===== config.mk =====
export PLATFORM = sky130hd
export DESIGN_NAME = rnlf_dist
export DESIGN_NICKNAME = d
export VERILOG_FILES = /design/src/radius_neighbor_link_finder_defines.svh /design/src/rnlf_pkg.sv /design/src/rnlf_dist.sv
export SDC_FILE = /design/constraint.sdc
export NUM_CORES = 1
export LEC_CHECK = 0
export ABC_AREA = 1
export BUFFER_PORTS_ARGS = -buffer_cell sky130_fd_sc_hd__buf_4
export CORE_UTILIZATION = 40
export DETAILED_ROUTE_END_ITERATION = 7
export GPL_TIMING_DRIVEN = 0
export HOLD_SLACK_MARGIN = 0.03
export PLACE_DENSITY = 0.57
export SLEW_MARGIN = 20
export SYNTH_ARGS = -nofsm -noshare
export SYNTH_HDL_FRONTEND = slang
export SYNTH_SLANG_ARGS = --single-unit

===== constraint.sdc =====
create_clock -name clk -period 6.9 [get_ports clk]
set_input_delay 0.69 -clock clk [delete_from_list [all_inputs] [get_ports clk]]
set_output_delay 0.69 -clock clk [all_outputs]
set_load 0.02 [all_outputs]

===== src/radius_neighbor_link_finder_defines.svh =====
// ----------------------------------------------------------------------------
// radius neighbor link finder assertion macros
// shared concurrent check forms for the rtl files
// ----------------------------------------------------------------------------
`ifndef RADIUS_NEIGHBOR_LINK_FINDER_DEFINES_SVH
`define RADIUS_NEIGHBOR_LINK_FINDER_DEFINES_SVH

`ifndef SYNTHESIS
`define RNLF_ASSERT_SAME(lbl, clk, rst, pre, post) \
  lbl: assert property (@(posedge clk) disable iff (rst) (pre) |-> (post)) \
    else $error("rnlf check failed");
`define RNLF_ASSERT_NEXT(lbl, clk, rst, pre, post) \
  lbl: assert property (@(posedge clk) disable iff (rst) (pre) |=> (post)) \
    else $error("rnlf check failed");
`else
`define RNLF_ASSERT_SAME(lbl, clk, rst, pre, post)
`define RNLF_ASSERT_NEXT(lbl, clk, rst, pre, post)
`endif

`endif


===== src/rnlf_pkg.sv =====
// ----------------------------------------------------------------------------
// rnlf package
// shared widths, codes and types of the radius neighbor link finder
// ----------------------------------------------------------------------------
`timescale 1ns / 1ps

package rnlf_pkg;

  localparam int MAX_POINTS = 1024;
  localparam int ADDR_W     = $clog2(MAX_POINTS);
  localparam int CNT_W      = $clog2(MAX_POINTS + 1);
  localparam int COORD_W    = 16;
  localparam int DIFF_W     = COORD_W + 1;
  localparam int RADIUS_W   = 14;
  localparam int SQ_W       = 2 * RADIUS_W;
  localparam int D2_W       = SQ_W + 1;
  localparam int LIM_W      = 6;
  localparam int MAX_LINKS  = 32;
  localparam int INDEX_W    = 10;
  localparam int CFG_DATA_W = 14;

  typedef enum logic [1:0] {
    OP_CLEAR  = 2'd0,
    OP_APPEND = 2'd1,
    OP_QUERY  = 2'd2,
    OP_NONE   = 2'd3
  } opcode_t;

  typedef enum logic {
    REG_RADIUS  = 1'b0,
    REG_MAXCONN = 1'b1
  } reg_index_t;

  typedef enum logic [2:0] {
    ST_IDLE,
    ST_QRD,
    ST_QLD,
    ST_WALK,
    ST_FIN
  } state_t;

  typedef struct packed {
    logic               busy;
    logic               hit;
    logic [COORD_W-1:0] x;
    logic [COORD_W-1:0] y;
  } cand_t;

endpackage


===== src/rnlf_dist.sv =====
// ----------------------------------------------------------------------------
// rnlf distance pipeline
// offset, square and radius compare of one candidate point per beat
// ----------------------------------------------------------------------------
`timescale 1ns / 1ps

module rnlf_dist (
  input  logic                           clk,
  input  logic                           rst,
  input  logic                           flush,
  input  logic                           en,
  input  logic                           in_valid,
  input  logic [rnlf_pkg::COORD_W-1:0]   from_x,
  input  logic [rnlf_pkg::COORD_W-1:0]   from_y,
  input  logic [2*rnlf_pkg::COORD_W-1:0] pt,
  input  logic [rnlf_pkg::SQ_W-1:0]      r2,
  output rnlf_pkg::cand_t                cand
);

  logic [rnlf_pkg::COORD_W-1:0]  tx, ty;
  logic [rnlf_pkg::DIFF_W-1:0]   dx, dy, adx, ady;
  logic                          va, vb;
  logic                          far_a, far_b;
  logic [rnlf_pkg::RADIUS_W-1:0] ax, ay;
  logic [rnlf_pkg::COORD_W-1:0]  xa, ya, xb, yb;
  logic [rnlf_pkg::SQ_W-1:0]     sqx, sqy;
  logic [rnlf_pkg::D2_W-1:0]     d2;

  assign tx  = pt[rnlf_pkg::COORD_W-1:0];
  assign ty  = pt[2*rnlf_pkg::COORD_W-1:rnlf_pkg::COORD_W];
  assign dx  = {tx[rnlf_pkg::COORD_W-1], tx} - {from_x[rnlf_pkg::COORD_W-1], from_x};
  assign dy  = {ty[rnlf_pkg::COORD_W-1], ty} - {from_y[rnlf_pkg::COORD_W-1], from_y};
  assign adx = dx[rnlf_pkg::DIFF_W-1] ? -dx : dx;
  assign ady = dy[rnlf_pkg::DIFF_W-1] ? -dy : dy;

  always_ff @(posedge clk) begin
    if (rst || flush) begin
      va <= 1'b0;
      vb <= 1'b0;
    end else if (en) begin
      va <= in_valid;
      vb <= va;
    end
  end

  always_ff @(posedge clk) begin
    if (en) begin
      far_a <= (adx[rnlf_pkg::DIFF_W-1:rnlf_pkg::RADIUS_W] != '0);
      ax    <= adx[rnlf_pkg::RADIUS_W-1:0];
      ay    <= ady[rnlf_pkg::RADIUS_W-1:0];
      xa    <= tx;
      ya    <= ty;
      far_b <= far_a || (ay == ay && 1'b0);
      sqx   <= ax * ax;
      sqy   <= ay * ay;
      xb    <= xa;
      yb    <= ya;
    end
  end

  logic far_ya;
  always_ff @(posedge clk) begin
    if (en) begin
      far_ya <= (ady[rnlf_pkg::DIFF_W-1:rnlf_pkg::RADIUS_W] != '0);
    end
  end

  logic far_all;
  assign far_all = far_b;
  logic far_yb;
  always_ff @(posedge clk) begin
    if (en) begin
      far_yb <= far_ya;
    end
  end

  assign d2 = {1'b0, sqx} + {1'b0, sqy};

  always_comb begin
    cand.busy = va || vb;
    cand.hit  = vb && !far_all && !far_yb && (d2 != '0) && (d2 < {1'b0, r2});
    cand.x    = xb;
    cand.y    = yb;
  end

endmodule


==> flow_metrics.tcl, run 1 <==
set metrics [dict create \
    finalHoldWorstSlack_ns 0.387 \
    min_path_type "in -> reg" \
    avgSynthCellArea_sq_um 8.03 \
    grt_pass1_wl_mm 82.3 \
    core_area_sq_mm 0.0530 \
    ys_warn_count 0 \
    r2r_slack_ns 0.48 \
    grt_max_degree 93 \
    drive_above_1_share 0.0911 \
    grt_usage 0.187 \
    root_buffer "clkbuf_16" \
    met1Wirelength_mm 22.4 \
    crit_fanout 10 \
    rsz0062_at_grt "no" \
    min_period_ns 6.42 \
    wl_per_cell_um 13.5 \
    finalCritPeriodShare 0.930 \
    drc 0 \
    cts_max_level 4 \
    die_w_um 234 \
    synthMostInstantiatedCell "inv_1" \
    finalSetupViolCount 0 \
    dp_hpwl_mm 41.3 \
    port_buffers 130 \
    dieArea_sq_mm 0.0550 \
    synth_nets 3289 \
    dr_wl_met2_mm 23.1 \
    syn_inst 2692 \
    finalHoldViolations 0 \
    max_freq_mhz 156 \
    path_depth 22 \
    grt_pass1_vias 17705 \
    synth_ff_type "edfxtp_1" \
    crit_chain "clkbuf_1 > nand2_1 > fa_1 > fa_1 > inv_1 > fa_1 > inv_1 > fa_1 > inv_1 > fa_1 > inv_1 > fa_1 > inv_1 > ha_1 > a21o_1 > a21oi_1 > nand2_1 > a21oi_1 > o21bai_1 > nand2_1 > nand2_1 > xor2_1" \
    crit_path_start_kind "register" \
    ys_types 46 \
    synth_edf_count 150 \
    place.gp.congestion 0.889 \
    top_layer "met4" \
    final_cells 3543 \
    synth_top_family_by_area "adder cells" \
    cts_tree "done" \
    cts_buffers 17 \
    first_iter_violations 696 \
    yosys.area.top_type_share 0.211 \
    num_vias 16666 \
    syn_area_sq_mm 0.0216 \
    cts_resized 0 \
    outcome "completed" \
    cts_sinks 152 \
    path_clk_slew_ns 0.07 \
    synth_xor_area_frac 0.0441 \
    drtPass1Iterations 5 \
    ys_ff_latch 152 \
    seq_area_frac_synth 0.210 \
    postRouteAntennaNets 0 \
    r2r_start "ax[5]" \
    synthAdderAreaFrac 0.369 \
    clock_latency_ns 0.49 \
    path_buf_inv 6 \
    maxCapViolations 0 \
    synthTopCellsByCount "691 x inv_1, 649 x nand2_1, 272 x ha_1, 228 x fa_1, 150 x edfxtp_1" \
    crit_top_cell "fa_1" \
    criticalPathCategory "reg -> reg" \
    fin_skew_ns 0.0130 \
    viasPerCell 4.70 \
    grt-ovfl-total 0 \
    area_delta_synth_final_pct 11.5 \
    worstSetupEndpointType "register" \
    synthMuxAreaShare 0 \
    hold-path-cell-count 1 \
    min_from "pt[11]" \
    antenna_found_initial 0 \
    required_ns 7.17 \
    cp_slowest_stage_delay_ns 0.55 \
    crit_start "ax[5]" \
    max_slew.worst_pin.slew_ns 0.810 \
    critPathArrivalTime_ns 6.69 \
    dieHeight_um 234 \
    placed_cells 3511 \
    met3_length_mm 1.45 \
    finish.utilization 0.455 \
    yosys.area_share.simple 0.197 \
    slew_headroom 0.459 \
    synth_top_cell_by_area "fa_1" \
    rows 84 \
    reg2regPathDepth 22 \
    start_util 0.408 \
    timing.setup.tns_ns 0 \
    hold_buffers 0 \
    ctsLongestPathBuffers 2 \
    cp_top_family "adder cells" \
    nNetsFinal 3439 \
    synth_area_leaders "fa_1 21%, edfxtp_1 21%, ha_1 16%" \
    finalMaxSlewViolations 0 \
    io_pins 131 \
    crit_slowest_cell "clkbuf_1" \
    async_flop_share 0 \
    num_antenna_cells 0 \
    wirelength_mm 47.8 \
    cts_setup_buffers 0 \
    synth-compound-area-share 0.0525 \
]
sequential cells by signal (all words and copies together), names as in the netlist:
name / cells
ax: 14
ay: 14
far_a: 1
far_all: 1
far_ya: 1
far_yb: 1
sqx: 27
sqy: 27
va: 1
vb: 1
xa: 16
xb: 16
ya: 16
yb: 16
final timing paths:
| check | end |
|---|---|
| min reg2reg | yb[15] |
| max | sqx[24] |
| min | xa[11] |
| max reg2reg | sqx[24] |
logic make-up (layout without fill, tap and decap cells):
family,count (synthesis),after routing
and+or+nand+nor,1001,1001
xor gates and xnor gates,108,108
adders and majority gates,500,500
DFF,152,152
AOI/OAI and AO/OA,197,197
buffers and inverters,734,897
per-stage QoR:
step                setup slack (ns)  area (sq um)
floorplan                       1.31         21600
global placement               0.487         23500
detailed placement             0.500         23500
CTS                            0.452         24100
global route                   0.100         24100
finish                         0.485         24100
routing by layer:
metal,up-vias,track usage
met5,-,0
met4,0,0.0550
met3,63,0.0279
met2,257,0.329
met1,7832,0.237
li1,8514,-
cell usage in the layout, fill, tap and decap left out, types with 4 or more instances in the layout:
cell and instances:
inv_6 4, nand3b_1 4, inv_8 4, nor3_1 18
ha_1 272, a21o_1 4, clkbuf_16 17, clkinv_8 5
or2_2 5, nand2_4 5, a21oi_2 6, o21ai_0 34
nor2_4 5, xor2_1 73, inv_2 6, nand3_1 89
xnor2_1 34, a211oi_1 4, o21a_1 5, a31oi_1 4
buf_4 129, nor2_2 5, edfxtp_1 150, nand3_2 9
nand4_1 22, nand2_1 649, nand2_2 43, o21ai_2 5
fa_1 228, o21ai_1 7, inv_1 691, o21bai_1 16
and2_1 4, clkbuf_1 32, nor2_1 139, a21oi_1 103
area by class of cell:
class	count	area, sq um
inverters	698	2620
clock inverters	15	179
repair buffers	131	1010
plain buffers	36	146
flip-flops and latches	152	4540
multi-input cells	1806	14300
well taps	688	861
fillers	5261	28900
clock buffers	17	425
Power of run 1 is left out: the tool's default activity adds up to more than one toggle a clock period on the data nets, which glitch-free logic cannot reach.
==> inputs of run 2 (changes only) <==
--- a/config.mk
+++ b/config.mk
@@ -11,7 +11,6 @@
 export DETAILED_ROUTE_END_ITERATION = 7
 export GPL_TIMING_DRIVEN = 0
 export HOLD_SLACK_MARGIN = 0.03
-export PLACE_DENSITY = 0.57
 export SLEW_MARGIN = 20
 export SYNTH_ARGS = -nofsm -noshare
 export SYNTH_HDL_FRONTEND = slang
==> flow_metrics.tcl, run 2 (synthesis results as in run 1) <==
set metrics [dict create \
    max_slew.worst_pin.slew_ns 0.952 \
    crit_slowest_cell "edfxtp_1" \
    stdcell_area_sq_mm 0.0241 \
    finalCritPeriodShare 0.945 \
    root_buffer "clkbuf_16" \
    timing.setup.tns_ns 0 \
    finalSetupViolCount 0 \
    slew_headroom 0.364 \
    r2r_start "ax[8]" \
    port_buffers 130 \
    grt_max_degree 94 \
    setup.worst_path.end "sqx[24]" \
    cts_sinks 152 \
    viasPerCell 4.71 \
    outcome "completed" \
    nNetsFinal 3439 \
    rows 84 \
    area_delta_synth_final_pct 11.3 \
    postRouteAntennaNets 0 \
    drc 0 \
    min_path_type "in -> reg" \
    maxCapViolations 0 \
    crit_path_start_kind "register" \
    crit_top_cell "inv_1" \
    worstSetupEndpointType "register" \
    antenna_found_initial 1 \
    grt_pass1_wl_mm 81.5 \
    crit_fanout 10 \
    reg2regPathDepth 25 \
    clock_latency_ns 0.48 \
    nFillCells 5216 \
    dieArea_sq_mm 0.0550 \
    cts_resized 0 \
    io_pins 131 \
    finalHoldViolations 0 \
    start_util 0.408 \
    most-common-layout-cells "691 x inv_1, 649 x nand2_1, 272 x ha_1" \
    rsz0062_at_grt "no" \
    fin_skew_ns 0.0124 \
    wl_per_cell_um 13.4 \
    cts_tree "done" \
    critPathArrivalTime_ns 6.78 \
    wirelength_mm 47.5 \
    grt-ovfl-total 0 \
    dieHeight_um 234 \
    cp_slowest_stage_delay_ns 0.54 \
    ctsLongestPathBuffers 2 \
    cts_setup_buffers 0 \
    first_iter_violations 679 \
    cts_buffers 17 \
    grt_pass1_vias 17618 \
    required_ns 7.16 \
    cts_max_level 4 \
    grt_usage 0.186 \
    dp_hpwl_mm 41.2 \
    r2r_slack_ns 0.38 \
    core_area_sq_mm 0.0530 \
    die_w_um 234 \
    path_clk_slew_ns 0.07 \
    max_freq_mhz 153 \
    num_antenna_cells 0 \
    min_period_ns 6.52 \
    place.gp.congestion 0.885 \
    drive_above_1_share 0.0907 \
    crit_start "ax[8]" \
    criticalPathCategory "reg -> reg" \
    drtPass1Iterations 5 \
    hold-path-cell-count 1 \
    layout_commonest_cell "inv_1" \
    place_area_sq_mm 0.0235 \
    finalMaxSlewViolations 0 \
    hold_buffers 0 \
    num_vias 16687 \
    finish.utilization 0.454 \
    r2r_end "sqx[24]" \
    largestRegisters "sqx: 27 flops, sqy: 27 flops" \
]
==> run 2: changes by cell type in the layout (fill, tap and decap cells not counted), sizes merged <==
cell and delta:
inv +1, clkinv -4, clkbuf +1, bufinv +1
clkinvlp +1
==> run 2: metrics by stage <==
stage          hold WS (ns)  worst slack (ns)  std cells
6_report              0.392             0.380       3543
5_1_grt               0.359           0.00636       3543
4_1_cts               0.352             0.360       3543
3_5_place_dp          0.405             0.389       3511
3_3_place_gp          0.401             0.476       3510
2_1_floorplan         0.400              1.31       2692
==> run 2: routing by layer <==
metal / part of all wire / routed length, um / global-route usage / up-vias
met3: 0.042 / 2000 / 0.0340 / 66
li1: - / - / - / 8503
met2: 0.48 / 22900 / 0.326 / 300
met1: 0.46 / 21700 / 0.232 / 7818
met4: 0.019 / 895 / 0.0522 / 0
met5: 0 / 0 / 0 / -
==> run 2: final cells by class <==
type | instances | area [sq um] | share of cell area
inverters | 698 | 2620 | 0.109
clock inverters | 14 | 153 | 0.00634
well taps | 688 | 861 | 0.0358
flip-flops and latches | 152 | 4540 | 0.189
clock buffers | 18 | 429 | 0.0178
plain buffers | 36 | 146 | 0.00608
multi-input cells | 1806 | 14300 | 0.594
repair buffers | 131 | 1010 | 0.0420
==> run 2: how the worst min path moves through the flow <==
stage	from	endpoint
after detailed placement	xa[14]	xb[14]
after floorplan	far_a	far_all
final	pt[2]	xa[2]
after global placement	xa[2]	xb[2]
after global routing	pt[6]	xa[6]
after CTS	pt[6]	xa[6]
==> run 2: critical path, delay by kind of cell (launching register included) <==
kind / cells / cell delay [ns]
AOI/OAI and AO/OA: 5 / 0.73
xor gates and xnor gates: 1 / 0.30
and+or+nand+nor: 3 / 0.39
DFF: 1 / 0.54
buffers and inverters: 9 / 1.24
adders and majority gates: 7 / 3.09
Power of run 2 is left out for the same reason.
==> inputs of run 3 (changes only) <==
--- a/config.mk
+++ b/config.mk
@@ -11,6 +11,7 @@
 export DETAILED_ROUTE_END_ITERATION = 7
 export GPL_TIMING_DRIVEN = 0
 export HOLD_SLACK_MARGIN = 0.03
+export MAX_ROUTING_LAYER = met4
 export SLEW_MARGIN = 20
 export SYNTH_ARGS = -nofsm -noshare
 export SYNTH_HDL_FRONTEND = slang
==> flow_metrics.tcl, run 3 (synthesis results as in run 1) <==
set metrics [dict create \
    timing.setup.tns_ns 0 \
    final_cells 3543 \
    cts_max_level 4 \
    outcome "completed" \
    drc 0 \
    place_area_sq_mm 0.0235 \
    stdcell_area_sq_mm 0.0241 \
    grt_max_degree 102 \
    grt_pass1_vias 17724 \
    crit_path_start_kind "register" \
    antenna_found_initial 1 \
    io_pins 131 \
    finalCritPeriodShare 0.941 \
    port_buffers 130 \
    layout_commonest_cell "inv_1" \
    num_vias 16776 \
    slew_headroom 0.413 \
    wl_per_cell_um 13.5 \
    max_slew.worst_pin.slew_ns 0.879 \
    most-common-layout-cells "691 x inv_1, 649 x nand2_1, 272 x ha_1" \
    max_freq_mhz 154 \
    fin_skew_ns 0.0165 \
    largestRegisters "sqx: 27 flops, sqy: 27 flops" \
    cts_resized 0 \
    finalSetupViolCount 0 \
    wirelength_mm 47.8 \
    cts_setup_buffers 0 \
    regArea_sq_mm 0.00454 \
    hold_buffers 0 \
    grt_pass1_wl_mm 82.3 \
    cts_sinks 152 \
    start_util 0.408 \
    cts_buffers 17 \
    viasPerCell 4.73 \
    nFillCells 5301 \
    criticalPathCategory "reg -> reg" \
    postRouteAntennaNets 0 \
    place.gp.congestion 0.892 \
    dp_hpwl_mm 41.1 \
    placed_cells 3511 \
    first_iter_violations 793 \
    root_buffer "clkbuf_16" \
    core_area_sq_mm 0.0530 \
    num_antenna_cells 0 \
    grt-ovfl-total 0 \
    dieHeight_um 234 \
    crit_fanout 10 \
    nNetsFinal 3439 \
    multi_input_area_sq_mm 0.0143 \
    die_w_um 234 \
    finalHoldWorstSlack_ns 0.402 \
    clock_latency_ns 0.48 \
    finalMaxSlewViolations 0 \
    critPathArrivalTime_ns 6.74 \
    finalHoldViolations 0 \
    grt_usage 0.193 \
    path_clk_slew_ns 0.07 \
    ctsLongestPathBuffers 2 \
    cts_tree "done" \
    maxCapViolations 0 \
    drive_above_1_share 0.0907 \
    min_path_type "in -> reg" \
    required_ns 7.15 \
    area_delta_synth_final_pct 11.4 \
    rows 84 \
    worstSetupEndpointType "register" \
    r2r_slack_ns 0.41 \
    rsz0062_at_grt "no" \
    min_period_ns 6.49 \
    dieArea_sq_mm 0.0550 \
    drtPass1Iterations 5 \
]
## run 3: metal layers
metal	part of all wire	GRT usage
met1	0.46	0.234
met2	0.49	0.334
met3	0.038	0.0282
met4	0.017	0.0530
met5	0	-
## run 3: worst paths after layout
kind	endpoint	start	cells after the start
max reg2reg	sqx[24]	ax[8]	22
min reg2reg	yb[15]	ya[15]	0
max	sqx[24]	ax[8]	22
min	xa[6]	pt[6]	1
## run 3: through the flow
step,util,setup slack (ns)
2_1_floorplan,-,1.31
3_3_place_gp,0.443,0.504
3_5_place_dp,0.444,0.420
4_1_cts,0.455,0.391
5_1_grt,0.455,0.0413
6_report,0.455,0.408
## run 3: worst max-delay path: stages, from the launching register on
cell      delay (ns)
edfxtp_1        0.52
clkbuf_1        0.55
nand2_1         0.17
fa_1            0.56
fa_1            0.53
inv_1           0.06
fa_1            0.50
fa_1            0.50
fa_1            0.50
inv_1           0.06
fa_1            0.50
inv_1           0.04
ha_1            0.26
buf_2           0.17
nand2_1         0.09
nor2_1          0.12
inv_1           0.08
nor3_1          0.22
a21oi_1         0.15
o21bai_1        0.21
nand2_1         0.08
nand2_1         0.08
xor2_1          0.33
## run 3: cell type report
type                       instances  area share
multi-input combinational       1806       0.594
sequential                       152       0.189
inverter                         698       0.109
timing repair buffer             131      0.0420
tap                              688      0.0357
clock buffer                      18      0.0178
clock inverter                    14     0.00655
buffer                            36     0.00608
Power of run 3 is left out for the same reason.
